File: config.mk
export PLATFORM = sky130hd
export DESIGN_NAME = llcd_fifo
export DESIGN_NICKNAME = d
export VERILOG_FILES = /design/src/rtl/core/llcd_pkg.sv /design/src/rtl/core/llcd_fifo.sv
export SDC_FILE = /design/constraint.sdc
export NUM_CORES = 1
export LEC_CHECK = 0
export BUFFER_PORTS_ARGS = -buffer_cell sky130_fd_sc_hd__buf_2
export CAP_MARGIN = 20
export CORE_MARGIN = 3
export CORE_UTILIZATION = 46
export CTS_CLUSTER_DIAMETER = 40
export CTS_CLUSTER_SIZE = 24
export DETAILED_ROUTE_END_ITERATION = 8
export PLACE_DENSITY = 0.81
export SLEW_MARGIN = 20
export SYNTH_ARGS = -nofsm -noshare
export SYNTH_HDL_FRONTEND = slang
export SYNTH_SLANG_ARGS = --single-unit
File: constraint.sdc
create_clock -name clock -period 1.8 [get_ports clock]
set_input_delay 0.27 -clock clock [delete_from_list [all_inputs] [get_ports clock]]
set_output_delay 0.27 -clock clock [all_outputs]
set_load 0.005 [all_outputs]
File: src/rtl/core/llcd_pkg.sv
// Shared types, constants and small functions for the lidar leg cluster detector.
// Depends on nothing; every other file of the block but llcd_if imports it.
`timescale 1ns / 1ps
`default_nettype none
package llcd_pkg;

   // register map, word index
   localparam logic [2:0] REG_CLUSTER_RADIUS = 3'd0;
   localparam logic [2:0] REG_MIN_CURVE      = 3'd1;
   localparam logic [2:0] REG_LEG_LEN_MIN    = 3'd2;
   localparam logic [2:0] REG_LEG_LEN_MAX    = 3'd3;
   localparam logic [2:0] REG_MAX_TARGET     = 3'd4;
   localparam logic [2:0] REG_ANGLE_START    = 3'd5;
   localparam logic [2:0] REG_ANGLE_STEP     = 3'd6;
   localparam logic [2:0] REG_ANGLE_END      = 3'd7;

   localparam logic [15:0] RST_CLUSTER_RADIUS = 16'd500;
   localparam logic [15:0] RST_MIN_CURVE      = 16'd282;
   localparam logic [15:0] RST_LEG_LEN_MIN    = 16'd60;
   localparam logic [15:0] RST_LEG_LEN_MAX    = 16'd200;
   localparam logic [15:0] RST_MAX_TARGET     = 16'd5000;
   localparam logic [15:0] RST_ANGLE_START    = 16'h8000;
   localparam logic [15:0] RST_ANGLE_STEP     = 16'd64;
   localparam logic [15:0] RST_ANGLE_END      = 16'h7FFF;

   // report kinds
   localparam logic KIND_LEG    = 1'b0;
   localparam logic KIND_TARGET = 1'b1;

   // inverse CORDIC gain, Q16
   localparam logic [15:0] KINV_Q16 = 16'd39797;
   localparam int          MAX_ROT  = 24;

   typedef struct packed {
      logic [15:0] cluster_radius_mm;
      logic [15:0] min_curve_q8;
      logic [15:0] leg_len_min_mm;
      logic [15:0] leg_len_max_mm;
      logic [15:0] max_target_mm;
      logic [15:0] angle_start;
      logic [15:0] angle_step;
      logic [15:0] angle_end;
   } cfg_type;

   // one beat from the front end to the back end
   typedef struct packed {
      logic               pt;
      logic               eos;
      logic signed [16:0] x;
      logic signed [16:0] y;
   } pt_entry_type;

   // arctangent of 2^-i, angle units scaled by 256
   function automatic logic signed [24:0] atan_val(input logic [4:0] i);
      logic signed [24:0] v;
      unique case (i)
         5'd0:  v = 25'sd2097152;
         5'd1:  v = 25'sd1238021;
         5'd2:  v = 25'sd654136;
         5'd3:  v = 25'sd332050;
         5'd4:  v = 25'sd166669;
         5'd5:  v = 25'sd83416;
         5'd6:  v = 25'sd41718;
         5'd7:  v = 25'sd20860;
         5'd8:  v = 25'sd10430;
         5'd9:  v = 25'sd5215;
         5'd10: v = 25'sd2608;
         5'd11: v = 25'sd1304;
         5'd12: v = 25'sd652;
         5'd13: v = 25'sd326;
         5'd14: v = 25'sd163;
         5'd15: v = 25'sd81;
         5'd16: v = 25'sd41;
         5'd17: v = 25'sd20;
         5'd18: v = 25'sd10;
         5'd19: v = 25'sd5;
         5'd20: v = 25'sd3;
         5'd21: v = 25'sd1;
         5'd22: v = 25'sd1;
         default: v = 25'sd0;
      endcase
      return v;
   endfunction

   // saturate to the 17-bit position range
   function automatic logic signed [16:0] clamp_pos(input logic signed [39:0] v);
      logic signed [16:0] r;
      if (v < -40'sd65536)
         r = -17'sd65536;
      else if (v > 40'sd65535)
         r = 17'sd65535;
      else
         r = v[16:0];
      return r;
   endfunction

endpackage
`default_nettype wire

File: src/rtl/core/llcd_fifo.sv
// Two-entry queue of converted points between the front and back ends.
// Depends on llcd_pkg.
`timescale 1ns / 1ps
`default_nettype none
module llcd_fifo (
   input  wire logic                  clock,
   input  wire logic                  reset,
   input  wire llcd_pkg::pt_entry_type in_entry,
   input  wire logic                  in_valid,
   output logic                       in_ready,
   output llcd_pkg::pt_entry_type     out_entry,
   output logic                       out_valid,
   input  wire logic                  out_ready
);
   import llcd_pkg::*;

   pt_entry_type mem_ff [2];
   logic         wr_ptr_ff;
   logic         rd_ptr_ff;
   logic [1:0]   count_ff;
   logic         do_push;
   logic         do_pop;

   assign in_ready  = (count_ff != 2'd2);
   assign out_valid = (count_ff != 2'd0);
   assign out_entry = mem_ff[rd_ptr_ff];
   assign do_push   = in_valid && in_ready;
   assign do_pop    = out_valid && out_ready;

   // store the beat
   always_ff @(posedge clock) begin
      if (do_push)
         mem_ff[wr_ptr_ff] <= in_entry;
   end

   // advance pointers and fill level
   always_ff @(posedge clock) begin
      if (reset) begin
         wr_ptr_ff <= 1'b0;
         rd_ptr_ff <= 1'b0;
         count_ff  <= '0;
      end else begin
         if (do_push)
            wr_ptr_ff <= !wr_ptr_ff;
         if (do_pop)
            rd_ptr_ff <= !rd_ptr_ff;
         if (do_push && !do_pop)
            count_ff <= count_ff + 2'd1;
         else if (do_pop && !do_push)
            count_ff <= count_ff - 2'd1;
      end
   end

endmodule
`default_nettype wire

==> results of run 1 <==
==> metal layers <==
layer | vias up | wire, um
li1 | 707 | -
met1 | 716 | 1900
met2 | 55 | 2470
met3 | 8 | 333
met4 | 0 | 68
met5 | - | 0
==> worst reg2reg max path: stages, from the launching register on <==
cell and delay [ns]:
sky130_fd_sc_hd__dfxtp_1 0.35, sky130_fd_sc_hd__nand2b_1 0.21, sky130_fd_sc_hd__and2_1 0.19, sky130_fd_sc_hd__ha_1 0.33
sky130_fd_sc_hd__or3_1 0.35, sky130_fd_sc_hd__a21oi_1 0.15
==> synth_stat cells <==
cell                        n
sky130_fd_sc_hd__inv_1      1
sky130_fd_sc_hd__buf_2      1
sky130_fd_sc_hd__nor2_1     3
sky130_fd_sc_hd__a21bo_2    1
sky130_fd_sc_hd__o21ai_0    2
sky130_fd_sc_hd__nand2b_1   1
sky130_fd_sc_hd__xor2_1     3
sky130_fd_sc_hd__and3_1     1
sky130_fd_sc_hd__or3_1      1
sky130_fd_sc_hd__edfxtp_1  72
sky130_fd_sc_hd__dfxtp_1    5
sky130_fd_sc_hd__and2_1     1
sky130_fd_sc_hd__or2_2      1
sky130_fd_sc_hd__nand3b_1   1
sky130_fd_sc_hd__buf_4      3
sky130_fd_sc_hd__mux2_2    36
sky130_fd_sc_hd__ha_1       1
sky130_fd_sc_hd__a21oi_1    2
==> logic make-up (layout without fill, tap and decap cells) <==
kind of cell / Yosys count / after routing / synth area share
fa+ha+maj: 1 / 1 / 0.00444
simple gates: 9 / 9 / 0.0178
xor+xnor: 3 / 3 / 0.00933
flops: 77 / 77 / 0.803
compound gates: 5 / 5 / 0.0107
buf+inv: 5 / 100 / 0.0111
mux: 36 / 36 / 0.144
==> cell type report <==
class / count / area (um^2)
Sequential cell: 77 / 2260
Fill cell: 438 / 2220
Multi-Input combinational cell: 54 / 526
Timing Repair Buffer: 83 / 430
Clock buffer: 9 / 124
Tap cell: 72 / 90.1
Clock inverter: 7 / 56.3
Inverter: 1 / 3.75
==> stage by stage <==
| stage | cell area (um^2) | util | total power, W | hold slack [ns] | worst slack [ns] |
|---|---|---|---|---|---|
| after floorplan | 2820 | - | 0.00302 | 0.339 | 0.0176 |
| after global placement | 3310 | 0.580 | 0.00345 | 0.458 | 0.247 |
| after detailed placement | 3310 | 0.580 | 0.00348 | 0.462 | 0.161 |
| after CTS | 3490 | 0.612 | 0.00466 | 0.104 | 0.0493 |
| after global routing | 3490 | 0.612 | 0.00486 | 0.0997 | 0.0164 |
| final | 3490 | 0.612 | 0.00458 | 0.129 | 0.0898 |
==> state kept, by name (all words and copies together) (netlist names), named ones only <==
signal / flops
count_ff: 2
mem_ff: 72
wr_ptr_ff: 1
rd_ptr_ff: 1
==> power by group through the flow <==
stage	Clock, W	Sequential [W]	Combinational (W)
after floorplan	0	0.00233	0.000688
after global placement	0	0.00233	0.00111
after detailed placement	0	0.00235	0.00113
after CTS	0.00120	0.00231	0.00114
after global routing	0.00129	0.00233	0.00124
final	0.00116	0.00231	0.00112
==> worst paths after layout <==
path	startpoint	endpoint	slack [ns]	cells after the start
worst max-delay path	flop	out_entry[4]	0.09	3
worst min-delay path	in_entry[29]	mem_ff[1][29]$_DFFE_PP_	0.13	1
worst max register to register	count_ff[0]$_SDFFE_PP0P_	count_ff[1]$_SDFFE_PP0P_	0.15	5
worst min register to register	rd_ptr_ff$_SDFFE_PP0P_	rd_ptr_ff$_SDFFE_PP0P_	0.51	2
==> run summary, run 1 <==
Kind of start point of the critical path = flop
GR peak layer = met2
Number of violations of the max-capacitance limit = 0
Number of antenna-violating nets in the routed design = 0
Critical Path End Type = primary output
Buffer depth of the longest clock path = 2
CP max stage delay = 0.38 ns
Worst Path Buf+Inv = 2
GR Util met1 = 0.168
Initial cell density of the core = 0.494
Final net count = 267
Unrepaired setup endpoints after global routing = no
Worst vdd rail ir drop = 0.680 mV
Max Fanout on Critical Path = 20
Number of clock buffers inserted by TritonCTS = 9
GR Util met3 = 0.0461
Non-filler instance count after layout = 303
Hold Vio Cnt, Final = 0
Area of the die = 7100 um^2
First-pass GRT wire length = 7980 um
Post-synthesis sequential area ratio = 0.803
Worst path arrival time = 1.44 ns
Number of top-level pins = 78
Critical path cell sequence = buf_4, mux2_2, buf_2
DRC violation total after the first TritonRoute iteration = 46
Number of cells produced by synthesis = 136
Final Critical Period = 1.71 ns
Proportion of power drawn by the clock network = 0.253
Total count of max-transition violations in the final report = 0
Ratio of cells with drive above 1 in the final layout = 0.584
Synth Register Bits = 77
Standard-cell rows = 27
Post-synthesis average cell area = 20.7 um^2
Initial antenna violation count = 0
DP HPWL = 3300 um
Number of buffers added on ports = 77
Routed length per placed instance = 15.8 um
Cell leakage power = 1.33 nW
Pin count of the biggest net entering global routing = 26
Net count of the mapped netlist = 177
Critical path class = flop to primary output
Sw power = 0.00115 W
Main area contributors after synthesis = sky130_fd_sc_hd__edfxtp_1, sky130_fd_sc_hd__mux2_2, sky130_fd_sc_hd__dfxtp_1
Antenna cell count = 0
Switching portion of total power = 0.250
Number of setup violations in the final report = 0
Internal Dissipation = 0.00344 W
Clock latency reported for the late side of the worst-skew pair = 0.33 ns
Sequential cell fraction of total power = 0.503
Library cells used by synthesis = 18
Most common library cell in the layout ignoring fill and taps = sky130_fd_sc_hd__buf_2
Global Route met2 Usage = 0.249
Core area = 5710 um^2
Final period util = 0.950
Number of vias in the routed layout = 1486
Most used cells in the layout excluding fill and tap cells = sky130_fd_sc_hd__buf_2, sky130_fd_sc_hd__edfxtp_1, sky130_fd_sc_hd__mux2_2, sky130_fd_sc_hd__clkbuf_8, sky130_fd_sc_hd__buf_4
Worst Path Required = 1.53 ns
Run status = complete, no violations
Family with the most delay on the worst path = buffers and inverters
Wirelength, routed = 4780 um
HP Class = input pin to flop
Final GP Congestion = 0.731
Clock slew seen by the registers of the worst setup and hold paths = 0.07 ns
Slew @ Worst Pin = 0.344 ns
Placed cell count = 287
CTS sink count = 77
Synth-to-Final Area Change = 23.9%
CTS tree = done
Chip Height = 84.3 um
Cell at the slowest stage of the critical path = sky130_fd_sc_hd__mux2_2
Worst clock skew on the final layout = 0.00495 ns
Power density of the placed cells = 1310 nW/um^2
Syn Std Cell Area = 2820 um^2
Hold buffers post-CTS = 0
Dominant cell type by area after synthesis = sky130_fd_sc_hd__edfxtp_1
Drt drc = 0
GRT Resource Usage Total = 0.146
Number of warnings reported in the yosys synthesis log = 0
Post-CTS setup buffer count = 0
Number of H-tree branching levels = 3
Clock Root Buffer = sky130_fd_sc_hd__clkbuf_8
Post-Route Setup TNS = 0 ns
Max Fclk = 585 MHz
Number of global-route vias before repair = 1641
Overflow left after global routing = 0
1st-pass router iterations = 4
Post-DR vias/cell = 4.90
Post-CTS Resized = 0
Overall die width = 84.3 um
Max-slew headroom = 0.768
Share of the synthesized area in the top cell type = 0.767
Portion of total power attributed to combinational logic = 0.244
Power figures use the tool's default switching activity.
==> run 2: changes to the inputs <==
--- a/config.mk
+++ b/config.mk
@@ -6,7 +6,8 @@
 export NUM_CORES = 1
 export LEC_CHECK = 0
 export BUFFER_PORTS_ARGS = -buffer_cell sky130_fd_sc_hd__buf_2
-export CAP_MARGIN = 20
+export CAP_MARGIN = 15
+export CORE_ASPECT_RATIO = 0.6
 export CORE_MARGIN = 3
 export CORE_UTILIZATION = 46
 export CTS_CLUSTER_DIAMETER = 40
==> run summary, run 2 (synthesis results as in run 1) <==
Worst Path Buf+Inv = 2
GRT Resource Usage Total = 0.141
First-pass GRT wire length = 7330 um
Worst Path Required = 1.53 ns
CP max stage delay = 0.38 ns
Worst vdd rail ir drop = 0.639 mV
Final GP Congestion = 0.736
Area of the die = 7130 um^2
Buffer depth of the longest clock path = 2
Hold Vio Cnt, Final = 0
CTS tree = done
Antenna cell count = 0
Routed length per placed instance = 15.0 um
Critical Path End Type = primary output
Drt drc = 0
DRC violation total after the first TritonRoute iteration = 39
Number of vias in the routed layout = 1465
Slew @ Worst Pin = 0.304 ns
Cell leakage power = 1.34 nW
Number of violations of the max-capacitance limit = 0
Max-slew headroom = 0.795
Non-filler instance count after layout = 310
Chip Height = 66.6 um
Standard-cell rows = 21
Cell at the slowest stage of the critical path = sky130_fd_sc_hd__mux2_2
Placed cell count = 294
Post-Route Setup TNS = 0 ns
Max Fclk = 584 MHz
Pin count of the biggest net entering global routing = 37
Final period util = 0.952
Count of filler cells inserted in the layout = 428
Post-DR vias/cell = 4.73
Initial antenna violation count = 0
Unrepaired setup endpoints after global routing = no
Total count of max-transition violations in the final report = 0
Max FFs per register = 72
Most flop-heavy register = mem_ff
Power density of the placed cells = 1350 nW/um^2
Number of buffers added on ports = 77
Wirelength, routed = 4670 um
Post-CTS setup buffer count = 0
Most used cells in the layout excluding fill and tap cells = sky130_fd_sc_hd__buf_2, sky130_fd_sc_hd__edfxtp_1, sky130_fd_sc_hd__mux2_2, sky130_fd_sc_hd__clkbuf_8
Initial cell density of the core = 0.490
HP Class = input pin to flop
Number of clock buffers inserted by TritonCTS = 9
Number of antenna-violating nets in the routed design = 0
Post-CTS Resized = 0
1st-pass router iterations = 4
Clock slew seen by the registers of the worst setup and hold paths = 0.08 ns
Number of global-route vias before repair = 1533
Clock Root Buffer = sky130_fd_sc_hd__clkbuf_8
Synth-to-Final Area Change = 25.8%
Core area = 5750 um^2
Final Critical Period = 1.71 ns
Overall die width = 107 um
Critical path cell sequence = buf_4, mux2_2, buf_2
Worst clock skew on the final layout = 0.0109 ns
Kind of start point of the critical path = flop
Worst setup slack after layout = 0.0869 ns
DP HPWL = 3100 um
Max Fanout on Critical Path = 21
Final net count = 266
Number of H-tree branching levels = 3
Critical path class = flop to primary output
Worst setup slack before clock tree synthesis = 0.203 ns
Number of setup violations in the final report = 0
Ratio of cells with drive above 1 in the final layout = 0.591
Most common library cell in the layout ignoring fill and taps = sky130_fd_sc_hd__buf_2
Family with the most delay on the worst path = buffers and inverters
Clock latency reported for the late side of the worst-skew pair = 0.33 ns
Worst path arrival time = 1.44 ns
Overflow left after global routing = 0
Number of top-level pins = 78
Run status = complete, no violations
CTS sink count = 77
Largest registers in the final layout = mem_ff: 72 flops, count_ff: 2 flops
Hold buffers post-CTS = 0
==> run 2: cell count changes in the layout (fill, tap and decap cells not counted), sizes merged <==
cell / before / now
buf: 83 / 82
bufinv: 1 / 2
clkinv: 6 / 0
clkbuf: 9 / 11
inv: 1 / 2
clkinvlp: 0 / 2
==> run 2: per-layer routing <==
metal  GRT usage  vias to the layer above  part of all wire
li1            -                      705                 -
met3      0.0658                        4             0.076
met2       0.231                       51              0.49
met5           0                        -                 0
met4      0.0478                        0            0.0054
met1       0.165                      705              0.43
==> run 2: worst reg2reg max path: stages, from the launching register on <==
cell and delay, ns:
sky130_fd_sc_hd__dfxtp_1 0.35, sky130_fd_sc_hd__nand2b_1 0.21, sky130_fd_sc_hd__and2_1 0.18, sky130_fd_sc_hd__ha_1 0.32
sky130_fd_sc_hd__or3_1 0.35, sky130_fd_sc_hd__a21oi_1 0.13
==> run 2: layout make-up <==
class / instances / area [um^2] / area share
well taps: 80 / 100 / 0.0282
inverters: 1 / 3.75 / 0.00106
multi-input cells: 54 / 526 / 0.148
repair buffers: 82 / 435 / 0.123
flip-flops and latches: 77 / 2260 / 0.639
clock buffers: 11 / 131 / 0.0371
clock inverters: 5 / 83.8 / 0.0237
==> run 2: worst paths after layout <==
kind / from / endpoint / slack (ns) / depth (start not counted)
hold / removal: in_entry[1] / mem_ff[0][1]$_DFFE_PP_ / 0.12 / 1
setup reg to reg: count_ff[0]$_SDFFE_PP0P_ / count_ff[1]$_SDFFE_PP0P_ / 0.20 / 5
setup / recovery: flop / out_entry[2] / 0.09 / 3
hold reg to reg: count_ff[1]$_SDFFE_PP0P_ / count_ff[1]$_SDFFE_PP0P_ / 0.52 / 2
==> run 2: where the power goes <==
| group | internal, W | total (W) | switching (W) |
|---|---|---|---|
| registers | 0.00224 | 0.00231 | 0.0000696 |
| logic | 0.000584 | 0.00111 | 0.000527 |
| clock network | 0.000786 | 0.00137 | 0.000580 |
| total | 0.00361 | 0.00479 | 0.00118 |
==> run 2: stage by stage <==
step	utilization	hold slack, ns	total power (W)	area (um^2)
after floorplan	-	0.339	0.00302	2820
after detailed placement	0.578	0.462	0.00349	3330
after global routing	0.616	0.0913	0.00508	3540
after global placement	0.578	0.457	0.00346	3330
final	0.616	0.119	0.00479	3540
after CTS	0.616	0.0953	0.00487	3540
==> run 3: changes to the inputs <==
--- a/config.mk
+++ b/config.mk
@@ -7,13 +7,14 @@
 export LEC_CHECK = 0
 export BUFFER_PORTS_ARGS = -buffer_cell sky130_fd_sc_hd__buf_2
 export CAP_MARGIN = 15
-export CORE_ASPECT_RATIO = 0.6
 export CORE_MARGIN = 3
 export CORE_UTILIZATION = 46
 export CTS_CLUSTER_DIAMETER = 40
 export CTS_CLUSTER_SIZE = 24
 export DETAILED_ROUTE_END_ITERATION = 8
+export GPL_ROUTABILITY_DRIVEN = 0
 export PLACE_DENSITY = 0.81
+export REMOVE_ABC_BUFFERS = 1
 export SLEW_MARGIN = 20
 export SYNTH_ARGS = -nofsm -noshare
 export SYNTH_HDL_FRONTEND = slang
==> run summary, run 3 (synthesis results as in run 1) <==
Run status = complete, no violations
HP Class = input pin to flop
Number of setup violations in the final report = 0
Crit Reg-Reg Endpoint = count_ff[1]$_SDFFE_PP0P_
Clock Root Buffer = sky130_fd_sc_hd__clkbuf_8
Post-DR vias/cell = 5.01
Synth-to-Final Area Change = 23.0%
Final period util = 0.941
Ratio of cells with drive above 1 in the final layout = 0.576
GR peak layer = met2
Cell leakage power = 1.32 nW
DP HPWL = 3310 um
Overflow left after global routing = 0
Wirelength, routed = 4800 um
Number of vias in the routed layout = 1517
Instance count along the most critical hold path = 1
Post-CTS setup buffer count = 0
Standard-cell rows = 27
Number of H-tree branching levels = 3
Max FFs per register = 72
Critical path class = flop to primary output
Family with the most delay on the worst path = buffers and inverters
Number of antenna-violating nets in the routed design = 0
Most flop-heavy register = mem_ff
Post-CTS Resized = 0
Antenna cell count = 0
Cell at the slowest stage of the critical path = sky130_fd_sc_hd__mux2_2
Final Critical Period = 1.69 ns
Number of clock buffers inserted by TritonCTS = 9
Worst clock skew on the final layout = 0.00590 ns
Slew @ Worst Pin = 0.328 ns
Max Fclk = 591 MHz
Critical path cell sequence = buf_4, mux2_2, buf_2
Most used cells in the layout excluding fill and tap cells = sky130_fd_sc_hd__buf_2, sky130_fd_sc_hd__edfxtp_1, sky130_fd_sc_hd__mux2_2, sky130_fd_sc_hd__clkbuf_8
DRC violation total after the first TritonRoute iteration = 101
Area of the die = 7100 um^2
Kind of start point of the critical path = flop
Worst r2r src = count_ff[0]$_SDFFE_PP0P_
CTS sink count = 77
Worst hold path endpoint = mem_ff[1][33]$_DFFE_PP_
Number of global-route vias before repair = 1574
Critical path depth in cells = 3
Overall die width = 84.3 um
Hold Vio Cnt, Final = 0
Final core utilization = 0.607
Worst Path Buf+Inv = 2
Power density of the placed cells = 1290 nW/um^2
FF-to-FF path depth = 5
1st-pass router iterations = 4
Clock slew seen by the registers of the worst setup and hold paths = 0.07 ns
Drt drc = 0
CP max stage delay = 0.38 ns
Chip Height = 84.3 um
Initial antenna violation count = 0
Worst path arrival time = 1.42 ns
Buffer depth of the longest clock path = 2
Clock latency reported for the late side of the worst-skew pair = 0.33 ns
Hold buffers post-CTS = 0
Max-slew headroom = 0.779
Worst setup slack before clock tree synthesis = 0.186 ns
First-pass GRT wire length = 7620 um
Unrepaired setup endpoints after global routing = no
Startpoint of the lowest-slack hold path = in_entry[33]
CTS tree = done
Number of violations of the max-capacitance limit = 0
Routed length per placed instance = 15.8 um
Most common library cell in the layout ignoring fill and taps = sky130_fd_sc_hd__buf_2
Standard cell area after detailed placement = 3310 um^2
Non-filler instance count after layout = 303
Pin count of the biggest net entering global routing = 21
Non-Filler Cell Area, Final = 3460 um^2
Flop2flop setup slack = 0.18 ns
Number of top-level pins = 78
GR Util met3 = 0.0402
Largest registers in the final layout = mem_ff: 72 flops, count_ff: 2 flops
Worst Path Required = 1.53 ns
Worst vdd rail ir drop = 0.735 mV
Global Route met2 Usage = 0.239
Critical Path End Type = primary output
Number of buffers added on ports = 77
Max Fanout on Critical Path = 19
GRT Resource Usage Total = 0.142
GR Util met1 = 0.171
Initial cell density of the core = 0.494
Hold slack final = 0.123 ns
Final net count = 267
Core area = 5710 um^2
Placed cell count = 287
Total count of max-transition violations in the final report = 0
Worst setup slack after layout = 0.107 ns
-- run 3: routing by layer --
metal  part of all wire  routed length [um]
met1               0.42                2020
met2               0.50                2380
met3              0.062                 298
met4              0.020                  97
met5                  0                   0
-- run 3: layout make-up --
| type | count | area, um^2 |
|---|---|---|
| Sequential cell | 77 | 2260 |
| Fill cell | 447 | 2240 |
| Multi-Input combinational cell | 54 | 526 |
| Timing Repair Buffer | 83 | 430 |
| Clock buffer | 15 | 146 |
| Tap cell | 72 | 90.1 |
| Clock inverter | 1 | 5.00 |
| Inverter | 1 | 3.75 |
-- run 3: worst max path at each step --
| stage | start | endpoint | slack, ns |
|---|---|---|---|
| 3_5_place_dp | count_ff[0]$_SDFFE_PP0P_ | count_ff[1]$_SDFFE_PP0P_ | 0.19 |
| 6_report | flop | out_entry[6] | 0.11 |
| 4_1_cts | flop | out_entry[6] | 0.08 |
| 3_3_place_gp | count_ff[0]$_SDFFE_PP0P_ | count_ff[1]$_SDFFE_PP0P_ | 0.25 |
| 2_1_floorplan | count_ff[0]$_SDFFE_PP0P_ | mem_ff[1][0]$_DFFE_PP_ | -0.11 |
| 5_1_grt | flop | out_entry[26] | 0.04 |
-- run 3: power breakdown --
part | switching (W) | internal, W
logic | 0.000528 | 0.000580
clock network | 0.000536 | 0.000503
registers | 0.0000711 | 0.00224
total | 0.00114 | 0.00332
-- run 3: metrics by stage --
step | power (W) | TNS [ns]
final | 0.00446 | 0
after floorplan | 0.00298 | -4.09
after global routing | 0.00472 | 0
after CTS | 0.00453 | 0
after global placement | 0.00345 | 0
after detailed placement | 0.00348 | 0
