`src/rtl/core/llcd_pkg.sv`:
```
// Shared types, constants and small functions for the lidar leg cluster detector.
// Depends on nothing; every other file of the block but llcd_if imports it.
`timescale 1ns / 1ps
`default_nettype none
package llcd_pkg;

   // register map, word index
   localparam logic [2:0] REG_CLUSTER_RADIUS = 3'd0;
   localparam logic [2:0] REG_MIN_CURVE      = 3'd1;
   localparam logic [2:0] REG_LEG_LEN_MIN    = 3'd2;
   localparam logic [2:0] REG_LEG_LEN_MAX    = 3'd3;
   localparam logic [2:0] REG_MAX_TARGET     = 3'd4;
   localparam logic [2:0] REG_ANGLE_START    = 3'd5;
   localparam logic [2:0] REG_ANGLE_STEP     = 3'd6;
   localparam logic [2:0] REG_ANGLE_END      = 3'd7;

   localparam logic [15:0] RST_CLUSTER_RADIUS = 16'd500;
   localparam logic [15:0] RST_MIN_CURVE      = 16'd282;
   localparam logic [15:0] RST_LEG_LEN_MIN    = 16'd60;
   localparam logic [15:0] RST_LEG_LEN_MAX    = 16'd200;
   localparam logic [15:0] RST_MAX_TARGET     = 16'd5000;
   localparam logic [15:0] RST_ANGLE_START    = 16'h8000;
   localparam logic [15:0] RST_ANGLE_STEP     = 16'd64;
   localparam logic [15:0] RST_ANGLE_END      = 16'h7FFF;

   // report kinds
   localparam logic KIND_LEG    = 1'b0;
   localparam logic KIND_TARGET = 1'b1;

   // inverse CORDIC gain, Q16
   localparam logic [15:0] KINV_Q16 = 16'd39797;
   localparam int          MAX_ROT  = 24;

   typedef struct packed {
      logic [15:0] cluster_radius_mm;
      logic [15:0] min_curve_q8;
      logic [15:0] leg_len_min_mm;
      logic [15:0] leg_len_max_mm;
      logic [15:0] max_target_mm;
      logic [15:0] angle_start;
      logic [15:0] angle_step;
      logic [15:0] angle_end;
   } cfg_type;

   // one beat from the front end to the back end
   typedef struct packed {
      logic               pt;
      logic               eos;
      logic signed [16:0] x;
      logic signed [16:0] y;
   } pt_entry_type;

   // arctangent of 2^-i, angle units scaled by 256
   function automatic logic signed [24:0] atan_val(input logic [4:0] i);
      logic signed [24:0] v;
      unique case (i)
         5'd0:  v = 25'sd2097152;
         5'd1:  v = 25'sd1238021;
         5'd2:  v = 25'sd654136;
         5'd3:  v = 25'sd332050;
         5'd4:  v = 25'sd166669;
         5'd5:  v = 25'sd83416;
         5'd6:  v = 25'sd41718;
         5'd7:  v = 25'sd20860;
         5'd8:  v = 25'sd10430;
         5'd9:  v = 25'sd5215;
         5'd10: v = 25'sd2608;
         5'd11: v = 25'sd1304;
         5'd12: v = 25'sd652;
         5'd13: v = 25'sd326;
         5'd14: v = 25'sd163;
         5'd15: v = 25'sd81;
         5'd16: v = 25'sd41;
         5'd17: v = 25'sd20;
         5'd18: v = 25'sd10;
         5'd19: v = 25'sd5;
         5'd20: v = 25'sd3;
         5'd21: v = 25'sd1;
         5'd22: v = 25'sd1;
         default: v = 25'sd0;
      endcase
      return v;
   endfunction

   // saturate to the 17-bit position range
   function automatic logic signed [16:0] clamp_pos(input logic signed [39:0] v);
      logic signed [16:0] r;
      if (v < -40'sd65536)
         r = -17'sd65536;
      else if (v > 40'sd65535)
         r = 17'sd65535;
      else
         r = v[16:0];
      return r;
   endfunction

endpackage
`default_nettype wire

```
`src/rtl/core/llcd_if.sv`:
```
// Valid/ready channel interfaces for the sample input and the report output.
// Depend on nothing.
`timescale 1ns / 1ps
`default_nettype none
interface llcd_req_if;
   logic        valid;
   logic        ready;
   logic [15:0] range_mm;
   logic        end_of_scan;
   modport source (output valid, output range_mm, output end_of_scan, input ready);
   modport sink   (input valid, input range_mm, input end_of_scan, output ready);
endinterface

`default_nettype wire

```
`src/rtl/core/llcd_front.sv`:
```
// Front end: beam angle tracking, end-angle cut and iterative CORDIC rotation.
// Depends on llcd_pkg and llcd_if.
`timescale 1ns / 1ps
`default_nettype none
module llcd_front #(
   parameter int CORDIC_STEPS = 16
) (
   input  wire logic                  clock,
   input  wire logic                  reset,
   llcd_req_if.sink                   req,
   input  wire llcd_pkg::cfg_type     cfg,
   output llcd_pkg::pt_entry_type     push_entry,
   output logic                       push_valid,
   input  wire logic                  push_ready
);
   import llcd_pkg::*;

   localparam int STEPS = (CORDIC_STEPS < MAX_ROT) ? CORDIC_STEPS : MAX_ROT;

   typedef enum logic [1:0] {F_IDLE, F_ROT, F_PUSH} fstate_type;

   fstate_type         state_ff;
   logic               scan_active_ff;
   logic               past_end_ff;
   logic [15:0]        beam_ff;
   logic               pt_ff;
   logic               eos_ff;
   logic               flip_ff;
   logic [4:0]         iter_ff;
   logic signed [35:0] cx_ff;
   logic signed [35:0] cy_ff;
   logic signed [24:0] cz_ff;

   logic signed [16:0] ang;
   logic               in_range;
   logic               take_pt;
   logic               fold;
   logic signed [16:0] fold_ang;
   logic [31:0]        x_init;
   logic signed [35:0] sx;
   logic signed [35:0] sy;
   logic signed [24:0] at;
   logic signed [35:0] rx;
   logic signed [35:0] ry;
   logic               accept;

   assign req.ready = (state_ff == F_IDLE);
   assign accept    = req.valid && req.ready;

   // next beam angle and range check
   always_comb begin
      if (scan_active_ff)
         ang = 17'(signed'(beam_ff)) + 17'(signed'(cfg.angle_step));
      else
         ang = 17'(signed'(cfg.angle_start));
      in_range = !(ang > 17'sd32767 || ang < -17'sd32768 ||
                   ang > 17'(signed'(cfg.angle_end)));
      take_pt  = !past_end_ff && in_range;
      fold     = (ang > 17'sd16384) || (ang < -17'sd16384);
      if (ang > 17'sd16384)
         fold_ang = ang - 17'sd32768;
      else if (ang < -17'sd16384)
         fold_ang = ang + 17'sd32768;
      else
         fold_ang = ang;
      x_init = 32'(req.range_mm) * 32'(KINV_Q16);
   end

   // one rotation step
   always_comb begin
      sx = cy_ff >>> iter_ff;
      sy = cx_ff >>> iter_ff;
      at = atan_val(iter_ff);
   end

   // round to whole mm and undo the fold
   always_comb begin
      rx = (cx_ff + 36'sd32768) >>> 16;
      ry = (cy_ff + 36'sd32768) >>> 16;
      if (flip_ff) begin
         rx = -rx;
         ry = -ry;
      end
      push_entry.pt  = pt_ff;
      push_entry.eos = eos_ff;
      push_entry.x   = pt_ff ? clamp_pos(40'(rx)) : '0;
      push_entry.y   = pt_ff ? clamp_pos(40'(ry)) : '0;
   end

   assign push_valid = (state_ff == F_PUSH);

   always_ff @(posedge clock) begin
      if (reset) begin
         state_ff       <= F_IDLE;
         scan_active_ff <= 1'b0;
         past_end_ff    <= 1'b0;
         beam_ff        <= '0;
         pt_ff          <= 1'b0;
         eos_ff         <= 1'b0;
         iter_ff        <= '0;
      end else begin
         unique case (state_ff)
            F_IDLE: begin
               if (accept) begin
                  pt_ff   <= take_pt;
                  eos_ff  <= req.end_of_scan;
                  iter_ff <= '0;
                  flip_ff <= fold;
                  cx_ff   <= 36'(x_init);
                  cy_ff   <= '0;
                  cz_ff   <= {fold_ang, 8'b0};
                  if (take_pt)
                     beam_ff <= ang[15:0];
                  // close out the scan, else track it
                  if (req.end_of_scan) begin
                     scan_active_ff <= 1'b0;
                     past_end_ff    <= 1'b0;
                  end else if (!past_end_ff) begin
                     scan_active_ff <= 1'b1;
                     if (!in_range)
                        past_end_ff <= 1'b1;
                  end
                  if (take_pt)
                     state_ff <= F_ROT;
                  else if (req.end_of_scan)
                     state_ff <= F_PUSH;
               end
            end
            F_ROT: begin
               if (cz_ff >= 0) begin
                  cx_ff <= cx_ff - sx;
                  cy_ff <= cy_ff + sy;
                  cz_ff <= cz_ff - at;
               end else begin
                  cx_ff <= cx_ff + sx;
                  cy_ff <= cy_ff - sy;
                  cz_ff <= cz_ff + at;
               end
               iter_ff <= iter_ff + 5'd1;
               if (iter_ff == 5'(STEPS - 1))
                  state_ff <= F_PUSH;
            end
            F_PUSH: begin
               if (push_ready)
                  state_ff <= F_IDLE;
            end
            default: state_ff <= F_IDLE;
         endcase
      end
   end

endmodule
`default_nettype wire

```
`src/flat_wrapper.sv`:
```
// flat-port wrapper written by rule: the top's interface ports become plain ports
module llcd_front_flat import llcd_pkg::*;
#(
   parameter int CORDIC_STEPS = 16
)
  (clock, reset, cfg, push_entry, push_valid, push_ready, req_valid, req_range_mm, req_end_of_scan, req_ready);
  llcd_req_if req_i ();
  input  wire logic clock;
  input  wire logic reset;
  input  wire llcd_pkg::cfg_type cfg;
  output llcd_pkg::pt_entry_type push_entry;
  output logic push_valid;
  input  wire logic push_ready;
  input wire logic [$bits(req_i.valid)-1:0] req_valid;
  input wire logic [$bits(req_i.range_mm)-1:0] req_range_mm;
  input wire logic [$bits(req_i.end_of_scan)-1:0] req_end_of_scan;
  output wire logic [$bits(req_i.ready)-1:0] req_ready;
  assign req_i.valid = req_valid;
  assign req_i.range_mm = req_range_mm;
  assign req_i.end_of_scan = req_end_of_scan;
  assign req_ready = req_i.ready;
  llcd_front #(.CORDIC_STEPS(CORDIC_STEPS)) u_core (.clock(clock), .reset(reset), .req(req_i), .cfg(cfg), .push_entry(push_entry), .push_valid(push_valid), .push_ready(push_ready));
endmodule
```
`config.mk`:
```
export PLATFORM = sky130hd
export DESIGN_NAME = llcd_front_flat
export DESIGN_NICKNAME = d
export VERILOG_FILES = /design/src/rtl/core/llcd_pkg.sv /design/src/rtl/core/llcd_if.sv /design/src/rtl/core/llcd_front.sv /design/src/flat_wrapper.sv
export SDC_FILE = /design/constraint.sdc
export NUM_CORES = 1
export LEC_CHECK = 0
export BUFFER_PORTS_ARGS = -buffer_cell sky130_fd_sc_hd__buf_2
export CORE_MARGIN = 10
export CORE_UTILIZATION = 35
export DETAILED_ROUTE_END_ITERATION = 8
export GPL_ROUTABILITY_DRIVEN = 0
export SYNTH_ARGS = -nofsm -noshare
export SYNTH_HDL_FRONTEND = slang
export SYNTH_SLANG_ARGS = --single-unit
export TNS_END_PERCENT = 5
```
`constraint.sdc`:
```
create_clock -name clock -period 9.1 [get_ports clock]
set_clock_uncertainty 0.1 [all_clocks]
set_input_delay 0.91 -clock clock [delete_from_list [all_inputs] [get_ports clock]]
set_output_delay 0.91 -clock clock [all_outputs]
set_load 0.01 [all_outputs]
```
==> flow_summary.ini, run 1 <==
[status]
status = finished clean

[place]
dpl_cell_area_um2 = 27600
io_buffers = 106
hpwl_um = 59300

[synth]
async_flop_share_pct = 0
ys_ff_latch = 147
synth_area_per_cell_um2 = 8.52
synth_ff_type = edfxtp_1
syn_inst = 3098
syn_nets = 3620
synth_edf_count = 98
syn_area_um2 = 26400
yosysSeqAreaShare_pct = 14.9
yosys_warnings = 0
ys_types = 98

[hold_path]
hold_path_class = reg2reg
hold_start = u_core.eos_ff$_SDFFE_PP0P_
hold_end = u_core.eos_ff$_SDFFE_PP0P_
min_path_cells = 2

[sta]
rsz0062_at_grt = false
final.setup.tns_ps = 0
slew_violations = 0
worst_pin_slew_ps = 1000
fin_crit_sh_pct = 83.1
max_freq_mhz = 132
finalSetupViolations = 0
hold_viol = 0
min_period_ps = 7560
max-slew-margin-rel_pct = 32.9

[clocking]
clkSlewWorstSetupHoldPaths_ps = 80
worstSkewPairLatency_ps = 460
clockBufferDepth = 2
postCtsSetupBuffers = 0
cts_sinks = 147
cts_made_buffers = 17
cts_tree = done
cts_resized = 0
cts_htree_levels = 4
root_buffer = clkbuf_16
ctsHoldBuffers = 0

[detailed_routing]
post_drt_wl_per_cell_um = 18.9
via_per_inst = 5.80
finalWirelength_um = 76700
dr.first_iter.drc_count = 2034
vias = 23532
ant_nets = 0
post-route-drc-count = 0
firstDrtPassIters = 8

[global_route]
grt_pass1_wl_um = 123000
grt_max_degree = 82
top_usage_layer = met2
met3_usage_pct = 2.84
grt_pass1_vias = 22236
antenna_found_initial = 2
track_usage_pct = 17.3
gr-total-overflow = 0
use_met2_pct = 27.2
use_met1_pct = 24.0

[run]
cap_violations = 0

[floorplanning]
die_area_um2 = 86800
fp-row-count = 100
die_h_um = 295
die_width_um = 295
start_util_pct = 35.4
ios = 187
fp.coreArea_um2 = 74600

[layout]
areaGrowthSynthToFinish_pct = 6.87
nets = 3597
antenna_cells = 0
final_area_um2 = 28200
drive_gt1_share_pct = 11.5

[setup_path]
r2r_cells = 18
crit_chain = mux4_1, mux2i_1, o21ai_0, or4_1, or4b_1, o21ai_0, xnor2_1, ha_1, and4_1, o2111a_1, a221oi_1, o41ai_1, a221oi_1, o31ai_1, o32ai_1, o31ai_1, xnor2_1, nor2_1
cp_max_fo = 52
critPathMaxStageDelay_ps = 820
timing.rr.start = u_core.iter_ff[1]$_SDFFE_PP0P_
endpoint_kind = flip-flop
worstReg2RegEnd = u_core.cy_ff[35]$_SDFFCE_PN0P_
slowest_stage = dfxtp_4
worstSetupStartpointType = flip-flop
arrival_ps = 7650
worstPathRequired_ps = 9190
crit_type = reg2reg
rrSetupSlack_ps = 1540

[power_and_ir_drop]
power_density_nw_per_um2 = 324
ir_drop_mv = 0.317
leakage_nw = 11.9
## synth_stat cells, types with 13 or more instances
cell type  number  area (µm²)
a31oi_1        33         206
xnor2_1       137        1200
a21o_1         58         435
a211oi_1       18         135
mux2i_1        65         651
a211o_1        13         114
a21oi_1       204        1020
nor2b_1        21         131
inv_1         251         942
o21a_1         39         293
xor2_1        128        1120
edfxtp_1       98        2940
nor4_1         19         119
and3_1         22         138
o21ai_0       169         846
o31ai_1        41         308
nand3_1        58         290
or2_2          19         119
ha_1          266        3330
buf_2          24         120
nand4_1        27         169
mux4_2         80        1800
nor2_1        245         920
or3_1          19         119
clkbuf_1      120         450
fa_1          107        2140
dfxtp_1        49         981
nor3_1         46         230
o21bai_1       23         173
o211ai_1       28         210
o22ai_1        16         100
nand2_1       240         901
a22oi_1        24         180
nand2b_1       49         307
mux2_2         54         608
and2_1         21         131
## power by group
group / switching, W / internal (W) / leakage [nW]
Combinational: 0.00393 / 0.00308 / 10.2
Clock: 0.000368 / 0.000400 / 0.304
Sequential: 0.000346 / 0.00102 / 1.34
## routing by layer
metal	vias to the layer above	wire (µm)
met5	-	15
met4	2	1940
met3	134	5530
met2	832	34400
met1	11288	34900
li1	11276	-
## kinds of logic (layout without fill, tap and decap cells)
family,after synthesis,after routing,share of synthesized area (%)
AO/OA/AOI/OAI,820,820,20.7
AND/OR/NAND/NOR,854,854,15.8
flip-flops,147,147,14.9
buffers and inverters,430,420,6.74
XOR/XNOR,265,265,8.80
multiplexers,209,209,12.4
adder cells (fa/ha/maj),373,373,20.7
## through the flow
stage                     util [%]  instances  hold WS [ps]  worst slack [ps]  power (W)
final                         37.8       4057           380              1540    0.00915
after global routing          37.8       4057           447              1160     0.0101
after CTS                     37.8       4057           387              1670    0.00916
after detailed placement      37.0       4025           373              1660    0.00833
after global placement        37.0       4025           366              1680    0.00829
after floorplan                  -       3098           337              2380    0.00681
## state kept, by name, indices dropped and copies added, names as in the netlist
register               count
u_core.iter_ff             5
u_core.pt_ff               1
u_core.eos_ff              1
u_core.beam_ff            16
u_core.cy_ff              36
u_core.past_end_ff         1
u_core.at                 22
u_core.flip_ff             1
u_core.cz_ff              25
u_core.cx_ff              36
u_core.state_ff            2
u_core.scan_active_ff      1
## critical path, delay by kind of cell (launching register included)
kind,cells,cell delay (ps)
mux,2,1220
fa+ha+maj,1,430
simple gates,4,1480
xor+xnor,2,270
flops,1,820
compound gates,9,2900
## worst max path at each step
stage               cells past startpoint                            from  slack [ps]                             end
detailed placement                     24                 req_range_mm[6]        1660      u_core.cx_ff[30]$_DFFE_PP_
global route                           18  u_core.iter_ff[1]$_SDFFE_PP0P_        1160  u_core.cy_ff[35]$_SDFFCE_PN0P_
global placement                       24                 req_range_mm[6]        1680      u_core.cx_ff[24]$_DFFE_PP_
finish                                 18  u_core.iter_ff[1]$_SDFFE_PP0P_        1540  u_core.cy_ff[35]$_SDFFCE_PN0P_
CTS                                    18  u_core.iter_ff[1]$_SDFFE_PP0P_        1670  u_core.cy_ff[35]$_SDFFCE_PN0P_
floorplan                              23                 req_range_mm[8]        2380      u_core.cx_ff[24]$_DFFE_PP_
## cell usage in the layout, fill, tap and decap left out, types with 19 or more instances in the layout
master,count
a21o_1,58
a21oi_1,204
a22oi_1,24
a31oi_1,33
and2_1,21
and3_1,22
buf_2,106
buf_4,28
dfxtp_1,44
edfxtp_1,98
fa_1,107
ha_1,266
inv_1,251
mux2_2,54
mux2i_1,65
mux4_2,80
nand2_1,240
nand2b_1,48
nand3_1,58
nand4_1,27
nor2_1,244
nor2b_1,20
nor3_1,45
nor4_1,19
o211ai_1,28
o21a_1,39
o21ai_0,169
o21bai_1,23
o31ai_1,41
or2_2,19
or3_1,19
xnor2_1,137
xor2_1,128
## cell type report
class	instances	area, µm²
repair buffers	134	741
clock buffers	17	425
multi-input cells	2521	20700
flip-flops and latches	147	3940
inverters	254	953
clock inverters	15	211
well taps	969	1210
fillers	7648	46400
(Power assumes the default switching activity.)
==> run 2: changes to the inputs <==
--- a/config.mk
+++ b/config.mk
@@ -5,6 +5,7 @@
 export SDC_FILE = /design/constraint.sdc
 export NUM_CORES = 1
 export LEC_CHECK = 0
+export ABC_AREA = 1
 export BUFFER_PORTS_ARGS = -buffer_cell sky130_fd_sc_hd__buf_2
 export CORE_MARGIN = 10
 export CORE_UTILIZATION = 35
==> constraint.sdc (replaced) <==
create_clock -name clock -period 6.5 [get_ports clock]
set_clock_uncertainty 0.1 [all_clocks]
set_input_delay 0.65 -clock clock [delete_from_list [all_inputs] [get_ports clock]]
set_output_delay 0.65 -clock clock [all_outputs]
set_load 0.01 [all_outputs]
==> run 2 against run 1 <==
- wire length is 11% higher
- clock power is 34% higher
- global-route usage is 2.0 points higher
- critical path depth is 7 higher
- sequential share of layout area is 0.19 points lower
- critical endpoint is now u_core.cx_ff[26]$_DFFE_PP_
- largest cell class unchanged
==> flow_summary.ini, run 2 <==
[setup_path]
worst-path-buf-inv = 7
endpoint_kind = flip-flop
cp-startpoint = req_range_mm[8]
timing.rr.start = u_core.iter_ff[0]$_SDFFE_PP0P_
critical_path.top_delay_family = adder cells
worstSetupStartpointType = input pin
crit_type = in2reg
arrival_ps = 6070
cp_max_fo = 4
r2r_cells = 27
critPathMaxStageDelay_ps = 540
slowest_stage = fa_1
worstPathRequired_ps = 6650
worstReg2RegEnd = u_core.cx_ff[27]$_DFFE_PP_
rrSetupSlack_ps = 900

[sta]
hold_viol = 0
slew_violations = 0
fin_ws_ps = 586
fin_hold_ws_ps = 327
worst_pin_slew_ps = 988
final.setup.tns_ps = 0
fin_crit_sh_pct = 91.0
max-slew-margin-rel_pct = 34.0
rsz0062_at_grt = false
min_period_ps = 5910
max_freq_mhz = 169
finalSetupViolations = 0

[power_and_ir_drop]
seq_power_share_pct = 12.3
pwr-share-comb_pct = 81.2
power_density_nw_per_um2 = 560
p_clk_share_pct = 6.5
leakage_nw = 14.0
ir_drop_mv = 0.431
internal_power_w = 0.00667
switching_share_pct = 58.3
p_switching_w = 0.00931

[detailed_routing]
post-route-drc-count = 0
vias = 27407
firstDrtPassIters = 7
post_drt_wl_per_cell_um = 16.4
ant_nets = 0
via_per_inst = 5.29
dr.first_iter.drc_count = 2422
finalWirelength_um = 84900

[layout]
register_area_um2 = 3930
multiInputGateArea_um2 = 20000
areaGrowthSynthToFinish_pct = 8.12
antenna_cells = 0
final_cell_mix = nand2_1, nand3_1, inv_1, nor2_1, a21oi_1
utilization_pct = 38.3
fillers = 8187
reg.largest.list = u_core.cx_ff (36), u_core.cy_ff (36), u_core.cz_ff (25)
layout_commonest_cell = nand2_1
nets = 4719
drive_gt1_share_pct = 7.13

[synth]
synth_edf_count = 98
ys_ff_latch = 147
async_flop_share_pct = 0
synth.top_cells.by_area = nand2_1, ha_1, edfxtp_1, nand3_1, fa_1
yosys_warnings = 0
syn_inst = 4156
yosysSeqAreaShare_pct = 14.9
synth_top_cell_area_share_pct = 15.4
synth_area_per_cell_um2 = 6.35
yosysMostFrequentCell = nand2_1
synth_top_cells_by_count = nand2_1, nand3_1, inv_1, nor2_1, a21oi_1
synth_ff_type = edfxtp_1
ys_types = 61
syn_nets = 4678
syn_area_um2 = 26400
synth_top_area_cell = nand2_1

[floorplanning]
start_util_pct = 35.4
fp-row-count = 100
ios = 187
die_h_um = 295
fp.coreArea_um2 = 74600
die_area_um2 = 86800
die_width_um = 295

[clocking]
cts_resized = 0
cts_htree_levels = 4
postCtsSetupBuffers = 0
cts_tree = done
ctsHoldBuffers = 0
cts_sinks = 147
clkSlewWorstSetupHoldPaths_ps = 80
root_buffer = clkbuf_16
worstSkewPairLatency_ps = 520
cts_made_buffers = 17
clockBufferDepth = 2

[hold_path]
hold_path_class = in2reg
hold_start = push_ready
min_path_cells = 4
hold_end = u_core.state_ff[1]$_SDFFE_PP0P_

[run]
cap_violations = 0

[place]
dp_slack_ps = 32.0
hpwl_um = 68600
io_buffers = 106

[global_route]
grt_pass1_vias = 25111
antenna_found_initial = 1
gr-total-overflow = 0
grt_pass1_wl_um = 135000
track_usage_pct = 19.2
grt_max_degree = 79

[status]
status = finished clean
## run 2: cell count changes in the layout (fill, tap and decap cells not counted), sizes merged, moves of 32 or more
cell	previous run	this run
mux2	57	0
nand2	240	1101
a21oi	204	326
mux4	86	0
o21ai	172	245
nand3	60	546
xnor2	137	61
nand2b	49	0
a21o	58	12
nor2	245	384
mux2i	66	0
inv	258	502
xor2	128	96
## run 2: power by group through the flow
stage          Sequential (W)  Clock [W]  Combinational (W)
2_1_floorplan         0.00172          0            0.00961
3_3_place_gp          0.00198          0             0.0127
3_5_place_dp          0.00197          0             0.0128
4_1_cts               0.00196    0.00105             0.0129
5_1_grt               0.00198    0.00109             0.0148
6_report              0.00197    0.00103             0.0130
## run 2: per-stage QoR
step / cells / total power [W] / cell area, µm²
after floorplan: 4156 / 0.0113 / 26400
after global placement: 5147 / 0.0147 / 28000
after detailed placement: 5147 / 0.0148 / 28000
after CTS: 5179 / 0.0159 / 28500
after global routing: 5179 / 0.0178 / 28500
final: 5179 / 0.0160 / 28500
## run 2: worst max-delay path by stage
stage                            endpoint  slack [ps]  cells after the start
2_1_floorplan  u_core.cx_ff[26]$_DFFE_PP_         480                     26
3_3_place_gp   u_core.cx_ff[26]$_DFFE_PP_          80                     25
3_5_place_dp   u_core.cx_ff[26]$_DFFE_PP_          30                     25
4_1_cts        u_core.cx_ff[26]$_DFFE_PP_         570                     25
5_1_grt        u_core.cx_ff[26]$_DFFE_PP_         230                     25
6_report       u_core.cx_ff[26]$_DFFE_PP_         590                     25
## run 2: cells by family (layout without fill, tap and decap cells)
| group | Yosys count | in the layout | share of synthesized area (%) |
|---|---|---|---|
| buffers and inverters | 634 | 688 | 9.45 |
| XOR/XNOR | 157 | 157 | 5.29 |
| adder cells (fa/ha/maj) | 373 | 373 | 20.7 |
| AO/OA/AOI/OAI | 687 | 687 | 14.6 |
| flip-flops | 147 | 147 | 14.9 |
| AND/OR/NAND/NOR | 2158 | 2158 | 35.0 |
## run 2: cell type report
| cell class | instances | share of cell area, % |
|---|---|---|
| clock buffers | 18 | 1.50 |
| clock inverters | 14 | 0.487 |
| inverters | 498 | 6.56 |
| multi-input cells | 3375 | 70.0 |
| flip-flops and latches | 147 | 13.8 |
| well taps | 969 | 4.25 |
| repair buffers | 158 | 3.40 |
## run 2: layer usage
layer / GRT usage [%] / routed length [µm] / share of wire, % / vias to the layer above
li1: - / - / - / 13868
met1: 26.7 / 39900 / 47 / 12614
met2: 30.9 / 38600 / 45 / 807
met3: 2.04 / 4130 / 4.9 / 118
met4: 5.86 / 2300 / 2.7 / 0
met5: 0 / 0 / 0 / -
## run 2: worst register-to-register path, stage by stage, from the launching register on
cell,delay [ps]
dfxtp_2,330
buf_4,610
nand2_1,240
nand3_1,170
nand3_1,120
nand3_1,120
nand2_1,90
o21ai_0,370
inv_1,90
ha_1,230
nand2_1,190
nor2_4,80
nand2_1,100
nand2_1,80
xor2_1,200
ha_1,380
nand2_1,100
inv_1,90
nand3_1,60
o21ai_0,410
a21boi_0,300
o21ai_0,370
nand2_1,130
nor2_1,110
nor2_1,60
xnor2_1,130
nand2_1,60
nand2_1,60
